File: config.mk
export PLATFORM = sky130hd
export DESIGN_NAME = limit_alarm_hysteresis_delay
export DESIGN_NICKNAME = d
export VERILOG_FILES = /design/src/lahd_pkg.sv /design/src/lahd_eval.sv /design/src/limit_alarm_hysteresis_delay.sv
export SDC_FILE = /design/constraint.sdc
export NUM_CORES = 1
export LEC_CHECK = 0
export BUFFER_PORTS_ARGS = -buffer_cell sky130_fd_sc_hd__buf_2
export CAP_MARGIN = 5
export CORE_MARGIN = 2
export CORE_UTILIZATION = 65
export DETAILED_ROUTE_END_ITERATION = 10
export HOLD_SLACK_MARGIN = 0.12
export PLACE_DENSITY = 0.86
export SLEW_MARGIN = 15
export SYNTH_ARGS = -nofsm -noshare
export SYNTH_HDL_FRONTEND = slang
export SYNTH_SLANG_ARGS = --single-unit
File: constraint.sdc
create_clock -name clk -period 16.6 [get_ports clk]
set_clock_uncertainty 0.1 [all_clocks]
set_input_delay 3.32 -clock clk [delete_from_list [all_inputs] [get_ports clk]]
set_output_delay 3.32 -clock clk [all_outputs]
set_load 0.01 [all_outputs]
File: src/lahd_pkg.sv
// Shared types, constants and register indexes of the limit alarm block.
`timescale 1ns / 1ps

package lahd_pkg;

  // Width of the millisecond time stamp; elapsed time wraps at this width.
  localparam int unsigned TIME_BITS = 48;

  localparam int unsigned VALUE_BITS = 32;
  localparam int unsigned HYST_BITS  = 31;
  localparam int unsigned DELAY_BITS = 27;
  localparam int unsigned COUNT_BITS = 32;
  localparam int unsigned LIMIT_BITS = VALUE_BITS + 1;

  localparam int unsigned CFG_INDEX_BITS = 3;
  localparam int unsigned CFG_DATA_BITS  = 32;

  // Packed stream widths, rounded up to whole bytes.
  localparam int unsigned S_DATA_BITS = ((VALUE_BITS + TIME_BITS + 7) / 8) * 8;
  localparam int unsigned S_USER_BITS = 2;
  localparam int unsigned M_DATA_RAW  = 1 + COUNT_BITS + 1 + 1 + 1;
  localparam int unsigned M_DATA_BITS = ((M_DATA_RAW + 7) / 8) * 8;

  // Register reset values.
  localparam logic signed [VALUE_BITS-1:0] THRESHOLD_RESET  = 32'sd7680;
  localparam logic        [HYST_BITS-1:0]  HYSTERESIS_RESET = 31'd256;

  // Configuration register indexes.
  typedef enum logic [CFG_INDEX_BITS-1:0] {
    REG_DIRECTION_LOW   = 3'd0,
    REG_THRESHOLD       = 3'd1,
    REG_HYSTERESIS      = 3'd2,
    REG_TRIP_DELAY_MS   = 3'd3,
    REG_CLEAR_HOLD_MS   = 3'd4,
    REG_COUNTER_ENABLED = 3'd5
  } reg_index_t;

  // Item commands.
  typedef enum logic {
    CMD_EVALUATE      = 1'b0,
    CMD_COUNTER_WRITE = 1'b1
  } cmd_t;

  typedef struct packed {
    logic                          direction_low;
    logic signed [VALUE_BITS-1:0]  threshold;
    logic        [HYST_BITS-1:0]   hysteresis;
    logic        [DELAY_BITS-1:0]  trip_delay_ms;
    logic        [DELAY_BITS-1:0]  clear_hold_ms;
    logic                          counter_enabled;
  } cfg_t;

  typedef struct packed {
    logic                   active;
    logic [COUNT_BITS-1:0]  trip_count;
    logic                   pending;
    logic [TIME_BITS-1:0]   pending_since;
    logic                   stale;
  } alarm_state_t;

endpackage

File: src/lahd_eval.sv
// Next-state logic of the limit alarm for one item: compare, timing and counting.
`timescale 1ns / 1ps

module lahd_eval
  import lahd_pkg::*;
(
  input  cfg_t                         cfg,
  input  alarm_state_t                 state,
  input  logic                         cmd,
  input  logic signed [VALUE_BITS-1:0] value,
  input  logic                         fresh,
  input  logic [TIME_BITS-1:0]         now_ms,
  output alarm_state_t                 state_next,
  output logic                         toggled
);

  logic signed [LIMIT_BITS-1:0] value_ext;
  logic signed [LIMIT_BITS-1:0] thr_ext;
  logic signed [LIMIT_BITS-1:0] hys_ext;
  logic signed [LIMIT_BITS-1:0] limit;
  logic                         above;
  logic                         below;
  logic                         opposite;
  logic [TIME_BITS-1:0]         elapsed;
  logic [DELAY_BITS-1:0]        delay;
  logic                         expired;

  // Limit formed at 33 bits so that threshold plus or minus the band never wraps.
  always_comb begin
    value_ext = LIMIT_BITS'(value);
    thr_ext   = LIMIT_BITS'(cfg.threshold);
    hys_ext   = signed'({{(LIMIT_BITS-HYST_BITS){1'b0}}, cfg.hysteresis});
    if (!state.active) begin
      limit = thr_ext;
    end else if (cfg.direction_low) begin
      limit = thr_ext + hys_ext;
    end else begin
      limit = thr_ext - hys_ext;
    end
    above    = value_ext > limit;
    below    = value_ext < limit;
    // High direction when normal and low direction when active both look upwards.
    opposite = (cfg.direction_low ^ state.active) ? below : above;
  end

  // Time since the opposite condition began; zero when timing starts on this item.
  always_comb begin
    elapsed = state.pending ? (now_ms - state.pending_since) : '0;
    delay   = state.active ? cfg.clear_hold_ms : cfg.trip_delay_ms;
    expired = elapsed >= {{(TIME_BITS-DELAY_BITS){1'b0}}, delay};
  end

  // State update for one item.
  always_comb begin
    state_next = state;
    toggled    = 1'b0;
    unique case (cmd_t'(cmd))
      CMD_COUNTER_WRITE: begin
        if (cfg.counter_enabled && (value == '0)) begin
          state_next.trip_count = '0;
        end
      end
      CMD_EVALUATE: begin
        if (!fresh) begin
          state_next.stale   = 1'b1;
          state_next.pending = 1'b0;
        end else begin
          state_next.stale = 1'b0;
          if (!opposite) begin
            state_next.pending = 1'b0;
          end else if (expired) begin
            state_next.pending = 1'b0;
            state_next.active  = !state.active;
            toggled            = 1'b1;
            if (!state.active) begin
              state_next.trip_count = state.trip_count + 1'b1;
            end
          end else begin
            state_next.pending = 1'b1;
            if (!state.pending) begin
              state_next.pending_since = now_ms;
            end
          end
        end
      end
      default: begin
        state_next = state;
      end
    endcase
  end

endmodule

File: src/limit_alarm_hysteresis_delay.sv
// Path: an input register feeds one pass of compare, 48-bit elapsed-time subtract
// and counter logic into the result register. Throughput: one item per cycle
// while m_tready does not hold the result register back.
// Reset (rst, synchronous): alarm normal, count zero, nothing pending, not stale,
// configuration back to its defaults, both stages empty.
`timescale 1ns / 1ps

module limit_alarm_hysteresis_delay
  import lahd_pkg::*;
(
  input  logic                      clk,
  input  logic                      rst,
  // Configuration write channel.
  input  logic                      cfg_valid,
  output logic                      cfg_ready,
  input  logic [CFG_INDEX_BITS-1:0] cfg_index,
  input  logic [CFG_DATA_BITS-1:0]  cfg_data,
  // Input stream.
  input  logic                      s_tvalid,
  output logic                      s_tready,
  input  logic [S_DATA_BITS-1:0]    s_tdata,  // value[31:0], now_ms[79:32]
  input  logic [S_USER_BITS-1:0]    s_tuser,  // cmd[0], fresh[1]
  // Result stream.
  output logic                      m_tvalid,
  input  logic                      m_tready,
  output logic [M_DATA_BITS-1:0]    m_tdata   // alarm_active[0], trip_count[32:1],
                                              // toggled[33], is_stale[34],
                                              // change_pending[35], zeros above
);

  cfg_t                         cfg;
  alarm_state_t                 state;
  alarm_state_t                 state_next;
  logic                         toggled;
  logic                         in_valid;
  logic                         in_cmd;
  logic signed [VALUE_BITS-1:0] in_value;
  logic                         in_fresh;
  logic [TIME_BITS-1:0]         in_now_ms;
  logic                         advance;
  logic [M_DATA_BITS-1:0]       out_data_next;

  assign cfg_ready = 1'b1;

  // Configuration registers; writes to unknown indexes are dropped.
  always_ff @(posedge clk) begin
    if (rst) begin
      cfg.direction_low   <= 1'b0;
      cfg.threshold       <= THRESHOLD_RESET;
      cfg.hysteresis      <= HYSTERESIS_RESET;
      cfg.trip_delay_ms   <= '0;
      cfg.clear_hold_ms   <= '0;
      cfg.counter_enabled <= 1'b0;
    end else if (cfg_valid && cfg_ready) begin
      unique case (reg_index_t'(cfg_index))
        REG_DIRECTION_LOW:   cfg.direction_low   <= cfg_data[0];
        REG_THRESHOLD:       cfg.threshold       <= signed'(cfg_data[VALUE_BITS-1:0]);
        REG_HYSTERESIS:      cfg.hysteresis      <= cfg_data[HYST_BITS-1:0];
        REG_TRIP_DELAY_MS:   cfg.trip_delay_ms   <= cfg_data[DELAY_BITS-1:0];
        REG_CLEAR_HOLD_MS:   cfg.clear_hold_ms   <= cfg_data[DELAY_BITS-1:0];
        REG_COUNTER_ENABLED: cfg.counter_enabled <= cfg_data[0];
        default: ;
      endcase
    end
  end

  // The evaluation stage moves on when the result register is empty or being drained.
  assign advance  = in_valid && (!m_tvalid || m_tready);
  assign s_tready = !in_valid || advance;

  // Input register.
  always_ff @(posedge clk) begin
    if (rst) begin
      in_valid <= 1'b0;
    end else if (s_tready) begin
      in_valid <= s_tvalid;
    end
  end

  always_ff @(posedge clk) begin
    if (s_tvalid && s_tready) begin
      in_cmd    <= s_tuser[0];
      in_fresh  <= s_tuser[1];
      in_value  <= signed'(s_tdata[VALUE_BITS-1:0]);
      in_now_ms <= s_tdata[VALUE_BITS +: TIME_BITS];
    end
  end

  lahd_eval u_eval (
    .cfg        (cfg),
    .state      (state),
    .cmd        (in_cmd),
    .value      (in_value),
    .fresh      (in_fresh),
    .now_ms     (in_now_ms),
    .state_next (state_next),
    .toggled    (toggled)
  );

  // Alarm state, committed as each item passes into the result register.
  always_ff @(posedge clk) begin
    if (rst) begin
      state <= '0;
    end else if (advance) begin
      state <= state_next;
    end
  end

  // Result packing.
  always_comb begin
    out_data_next = '0;
    out_data_next[0]              = state_next.active;
    out_data_next[1 +: COUNT_BITS] = state_next.trip_count;
    out_data_next[COUNT_BITS + 1] = toggled;
    out_data_next[COUNT_BITS + 2] = state_next.stale;
    out_data_next[COUNT_BITS + 3] = state_next.pending;
  end

  // Result register.
  always_ff @(posedge clk) begin
    if (rst) begin
      m_tvalid <= 1'b0;
    end else if (advance) begin
      m_tvalid <= 1'b1;
    end else if (m_tready) begin
      m_tvalid <= 1'b0;
    end
  end

  always_ff @(posedge clk) begin
    if (advance) begin
      m_tdata <= out_data_next;
    end
  end

endmodule
* Word level (Yosys, flattened, before mapping) *
Cells that the tools add are included.

word-level totals
  register bits after elaboration = 322
  bits of input ports = 122
  output and inout port bits = 43
  logic and storage cells = 80

operators by class
  $add $sub $neg = 4
  magnitude comparators = 3
  eq/ne operators = 5
  multiplexer cells = 24
  bitwise operators = 6
  reduce and logical (&&, ||, !) cells = 19

operators with widths
  kind                                                              count
  48-bit 2-to-1 mux                                                 5
  33-bit 2-to-1 mux                                                 5
  32-bit 2-to-1 mux                                                 2
  32-bit case mux with 2 select lines                               1
  50-bit 2-to-1 mux                                                 1
  48-bit by 27-bit >= comparator with 1-bit output                  1
  48-bit subtractor                                                 1
  32-bit by 32-bit adder with 33-bit output                         1
  32-bit by 33-bit greater-than comparator with 1-bit output        1
  32-bit by 33-bit < comparator with 1-bit output                   1
  32-bit by 32-bit subtractor with 33-bit output                    1
  32-bit by 1-bit adder with 32-bit output (second input constant)  1
  32-bit logical NOT                                                1
  27-bit 2-to-1 mux                                                 1
  2-bit AND reduction                                               6
  1-bit 2-to-1 mux                                                  9
  3-bit by 2-bit == test with 1-bit output (second input constant)  2
  3-bit == test (second input constant)                             2
  6-bit AND reduction                                               1
  1-bit inverter                                                    5
  3-bit by 1-bit == test with 1-bit output (second input constant)  1
  1-bit logical AND                                                 3
  1-bit logical NOT                                                 3
  3-bit logical NOT                                                 1
  4 further kinds                                                   5

* Longest topological paths before layout *
  depth in word-level cells = 8
  mapped depth = 34
  gate-level depth less buffers = 32

* Hierarchy *
From an unflattened synthesis, not the netlist that was laid out.

unflattened totals
  cell total of the unflattened synthesis = 2317
  area total of the unflattened synthesis = 20951.3 um^2

by module, submodules not included
  module                        instances  cells each  area an instance (um^2)  seq. area each (um^2)
  limit_alarm_hysteresis_delay  1          1022        11737.5                  7627.3
  lahd_eval                     1          1295        9213.8                   0.0

* Least setup slack after synthesis *
OpenSTA, ideal clock, no wires.

  path type = flip-flop to flip-flop
  start point = register cfg[55] (netlist name)
  end point = register state[41] (netlist name)
  setup time = 0.070 ns
  data arrival time = 6.938 ns
  data required time = 16.430 ns
  path slack = 9.491 ns
  cell stages (with the launch flop) = 34
  buffers on the path = 2
  period minus slack after synthesis = 7.109 ns
  cell sequence = dfxtp_1 -> inv_1 -> ha_1 -> nor3b_1 -> nand3b_1 -> nor3b_1 -> nor4bb_1 -> a21oi_1 -> xor2_1 -> ha_1 -> a21o_1 -> a21oi_1 -> a2bb2oi_1 -> a31oi_1 -> a21o_1 -> a21o_1 -> a21o_1 -> a21oi_1 -> xnor2_1 -> mux2i_1 -> ha_1 -> a21o_1 -> a21o_1 -> a21o_1 -> a21oi_1 -> nor2b_1 -> o41ai_1 -> mux2i_1 -> nand2_1 -> nor3_1 -> clkbuf_1 -> clkbuf_1 -> nand2_1 -> a21oi_1

on the way
  word-level cells in the longest chain between the ends = 6
  elaborated cells on any way between the ends = 8
  those cells by class = 2 x add/sub; 2 x order compare; 3 x mux; 1 x reduce/logical

RTL lines
  item                                                                                                                           RTL line                          RTL
  32-bit by 32-bit subtractor with 33-bit output or 32-bit by 32-bit adder with 33-bit output (tied branches)                    lahd_eval.sv:38, lahd_eval.sv:36
  33-bit 2-to-1 mux *                                                                                                            lahd_eval.sv:35                   end else if (cfg.direction_low) begin
  33-bit 2-to-1 mux *                                                                                                            lahd_eval.sv:33                   if (!state.active) begin
  32-bit by 33-bit greater-than comparator with 1-bit output or 32-bit by 33-bit < comparator with 1-bit output (tied branches)  lahd_eval.sv:40, lahd_eval.sv:41
  1-bit 2-to-1 mux *                                                                                                             lahd_eval.sv:43                   opposite = (cfg.direction_low ^ state.active) ? below : above;
  6-bit AND reduction (no source line) *                                                                                         n/a

Every way passes the cells marked *; elsewhere a longest branch is shown, timed or not.
A chain may end at the register's enable or synchronous reset.

* Worst setup path after layout *
  start point = register cfg[55] (netlist name)
  end point = register state[73] (netlist name)

on the way
  word-level cells in the longest chain between the ends = 8
  elaborated cells on any way between the ends = 10
  those cells by class = 2 x add/sub; 2 x order compare; 6 x mux

RTL lines
  item                                                                                                                           RTL line                          RTL
  32-bit by 32-bit subtractor with 33-bit output or 32-bit by 32-bit adder with 33-bit output (tied branches)                    lahd_eval.sv:38, lahd_eval.sv:36
  33-bit 2-to-1 mux *                                                                                                            lahd_eval.sv:35
  33-bit 2-to-1 mux *                                                                                                            lahd_eval.sv:33
  32-bit by 33-bit greater-than comparator with 1-bit output or 32-bit by 33-bit < comparator with 1-bit output (tied branches)  lahd_eval.sv:40, lahd_eval.sv:41
  1-bit 2-to-1 mux *                                                                                                             lahd_eval.sv:43
  33-bit 2-to-1 mux *                                                                                                            lahd_eval.sv:69                   if (!opposite) begin
  33-bit 2-to-1 mux *                                                                                                            lahd_eval.sv:64                   if (!fresh) begin
  32-bit case mux with 2 select lines *                                                                                          lahd_eval.sv:57                   unique case (cmd_t'(cmd))

Marks and branches as above.

==> summary.md <==
| Metric | Value |
|---|---|
| Status | complete, no violations |
| Final TNS setup | 0 ns |
| Hold Path End | state[13] |
| Post-CTS Hold Fix Bufs | 0 |
| GR Util met1 | 0.402 |
| Post-route antenna net violation count | 0 |
| Worst endpoint required time | approximately 17 ns |
| Worst Path Buf+Inv | 2 |
| CP Data Arrival Time | around 9.3 ns |
| Achievable Freq | 111 MHz |
| FF+latch count, synth | roughly 320 |
| Sequential element share of the synthesized area | 0.389 |
| Filler cell count | approximately 2300 |
| Ys async rst share | 0 |
| Leakage power | slightly below 8 nW |
| Combinational share of power | 0.168 |
| Largest net degree at the start of global routing | about 140 |
| Worst-path fanout max | 48 |
| Int Pwr | 1.42 mW |
| Number of buffers added on ports | roughly 160 |
| FF-to-FF End | state[73] |
| Post-route cell area | between 20000 and 25000 µm² |
| Vias | between 15000 and 20000 |
| Remaining design rule violation count | 0 |
| Largest family of logic cells by synthesized area | simple AND/OR/NAND/NOR gates |
| TritonCTS clock tree | done |
| RSZ-0062 raised after global routing | false |
| Ys flop type | dfxtp_1 |
| TritonCTS buffer count | 34 |
| Starting density of the core | 0.661 |
| Core Region | 29700 µm² |
| Crit path launch type | register |
| Layout cells sized above 1 | 0.102 |
| Reg-to-reg startpoint | cfg[55] |
| Layout Utilization | 0.728 |
| Syn_area_per_cell | between 8 and 9 µm² |
| Hold Path Stages | 2 |
| Syn. warnings | 0 |
| Multiplexer area fraction after synthesis | 0.0313 |
| # IOs | 165 |
| Clock power share | 0.390 |
| Final hold vios | 0 |
| Register cell area after layout | ~7600 µm² |
| P per Cell Area | about 90 nW/µm² |
| Die X | ~180 µm |
| Worst-skew pair later-pin latency | about 0.53 ns |
| Met2 global-route usage | 0.539 |
| Chip Height | between 150 and 200 µm |
| Vias in the first global route | roughly 17000 |
| Clock Tree Root | clkbuf_16 |
| Final nets | approximately 2700 |
| Setup violators final | 0 |
| Post-DP HPWL | 35600 µm |
| Area post-placement | roughly 20000 µm² |
| Top cell type's share of synthesized area | 0.208 |
| GRT Total Usage | 0.317 |
| Syn-to-layout area delta | 10.2% |
| Crit path kind | register to register |
| Max Slew Vio Count | 0 |
| Synth Area in XOR/XNOR | 0.0428 |
| Clock Sinks | roughly 320 |
| Die area | 31600 µm² |
| Number of enable flip-flop cells after synthesis | about 120 |
| Tightest Pin Transition | 1.16 ns |
| Layer with the highest usage | met2 |
| Vias per cell | between 6 and 7 |
| Flop pwr share | 0.442 |
| VDD IR max | slightly above 0.08 mV |
| Reg2Reg Depth | 31 |
| Synth Instances | about 2300 |
| Drt wl/cell | about 18 µm |
| Tot Pwr | around 2.0 mW |
| First-pass DRT Iterations | 5 |
| Slowest cell on crit path | mux2i_1 |
| Post-Synth Adder-Cell Area | 0.0932 |
| Clk slew on worst S/H paths | around 0.060 ns |
| Min cycle time layout | about 9.0 ns |
| Slowest stage delay, CP | 0.83 ns |
| Switching part of the total power | 0.272 |
| Multi-input gate area | about 11000 µm² |
| Synth Area in Simple Gates | 0.209 |
| Worst setup EP type | register |
| Grt met3 use | 0.0540 |
| First-pass GRT wire length | 81600 µm |
| Synth Cell Area | ~20000 µm² |
| Psw | 532 µW |
| Most common cell in the synthesized netlist | nand2_1 |
| Final Wtd Congestion | slightly above 0.9 |
| Hold slack | about 0.35 ns |
| Total Wirelength | a little over 50000 µm |
| Crit path max-delay family | compound AO/OA/AOI/OAI gates |
| Hold Startpoint | state[13] |
| Leading area contributor after synthesis | dfxtp_1 |
| Tcrit/Tclk final | 0.543 |
| Initial DRC Count | ~1600 |
| Unique cell type count in the Yosys netlist | 83 |
| Dominant cells by area after synthesis | dfxtp_1 (21%), edfxtp_1 (18%), ha_1 (9.1%), nand2_1 (8.7%), a21oi_1 (6.9%) |
| Initial antenna violation count | 3 |
| Reg2reg setup slack | between 7 and 8 ns |
| H-tree depth | 2 |
| Grt total ovfl | 0 |
| Most Frequent Cell on Critical Path | a21o_1 |
| Post-CTS setup buffers | 0 |
| Synth Area in Compound Gates | 0.189 |
| Slew headroom | 0.226 |
| # Max-Cap Violations | 0 |
| Worst setup path start | cfg[55] |
| # resized after CTS | 0 |
| Rows | between 60 and 70 |
| Worst min path class | register to register |
| Clock Path Buffers | 3 |
| Synth cell count leaders | nand2_1 (456), a21oi_1 (269), dfxtp_1 (204) |
[power by group through the flow]
stage	clock [mW]	sequential [mW]	combinational [mW]
floorplan	0	0.877	0.236
global placement	0	0.879	0.311
detailed placement	0	0.880	0.318
CTS	0.770	0.864	0.322
global route	0.799	0.866	0.361
finish	0.762	0.864	0.327
[worst max path at each step]
stage                     cells past startpoint  slack (ns)        end
after floorplan                              33        9.49  state[41]
after global placement                       31        8.09  state[70]
after detailed placement                     31        7.84  state[58]
after CTS                                    31        7.72  state[73]
after global routing                         31        6.91  state[54]
final                                        31        7.58  state[73]
[cells by family after synthesis]
group / count (synthesis)
multiplexers: 61
XOR/XNOR: 96
adder cells (fa/ha/maj): 145
buffers and inverters: 222
AO/OA/AOI/OAI: 583
AND/OR/NAND/NOR: 895
other: 2
flip-flops: 322
[tightest hold or removal path: stages, from the launching register on]
cell and delay (ns):
dfxtp_1 0.31, nand2_1 0.05, a21oi_1 0.05
[state kept, by name (all words and copies together), names as in the netlist]
name and cells:
in_cmd 1, in_now_ms 48, in_valid 1, in_fresh 1
in_value 32, m_tdata 36, state 83, m_tvalid 1
cfg 119
[cell type report]
cell class / instances / area share
clock inverter: 14 / 0.00694
tap: 390 / 0.0226
antenna: 2 / 0.000231
multi-input combinational: 1785 / 0.515
clock buffer: 46 / 0.0439
inverter: 99 / 0.0172
timing repair buffer: 172 / 0.0416
sequential: 322 / 0.353
[metal layers]
metal / part of all wire / vias to the layer above
met2: 0.47 / 706
met3: 0.079 / 138
met1: 0.41 / 8211
met4: 0.035 / 4
li1: - / 8492
met5: 0.00054 / -
[per-stage QoR]
step,setup WS [ns],std cells
finish,7.58,2830
global route,6.91,2829
CTS,7.72,2828
detailed placement,7.84,2768
global placement,8.09,2768
floorplan,9.49,2329
[placed cells by master (no fill, tap or decap), types with 6 or more instances in the layout]
cell | Yosys | final
a21oi_1 | 269 | 269
inv_1 | 99 | 98
nor3_1 | 40 | 38
edfxtp_1 | 118 | 118
nor2b_1 | 14 | 14
o31a_1 | 6 | 6
o21ai_1 | 6 | 6
o31ai_1 | 20 | 20
o21bai_1 | 13 | 13
o21ai_0 | 59 | 59
nor2_1 | 136 | 135
or3_1 | 34 | 34
ha_1 | 143 | 143
buf_4 | 7 | 13
o2111ai_1 | 6 | 6
or4_1 | 24 | 24
nand2_1 | 456 | 456
a21o_1 | 45 | 45
nor4_1 | 23 | 23
a31oi_1 | 29 | 29
xor2_1 | 50 | 50
xnor2_1 | 46 | 46
clkbuf_16 | 0 | 35
o22ai_1 | 6 | 6
a211oi_1 | 18 | 18
and3_1 | 9 | 9
nand2b_1 | 25 | 25
clkbuf_1 | 100 | 7
and2_1 | 22 | 21
o211ai_1 | 33 | 33
dfxtp_1 | 204 | 203
nand3b_1 | 11 | 11
buf_2 | 4 | 158
o21a_1 | 19 | 19
nand4_1 | 42 | 42
mux2i_1 | 58 | 58
nand3_1 | 39 | 39
Note: power is estimated with default switching activity, not from simulation.
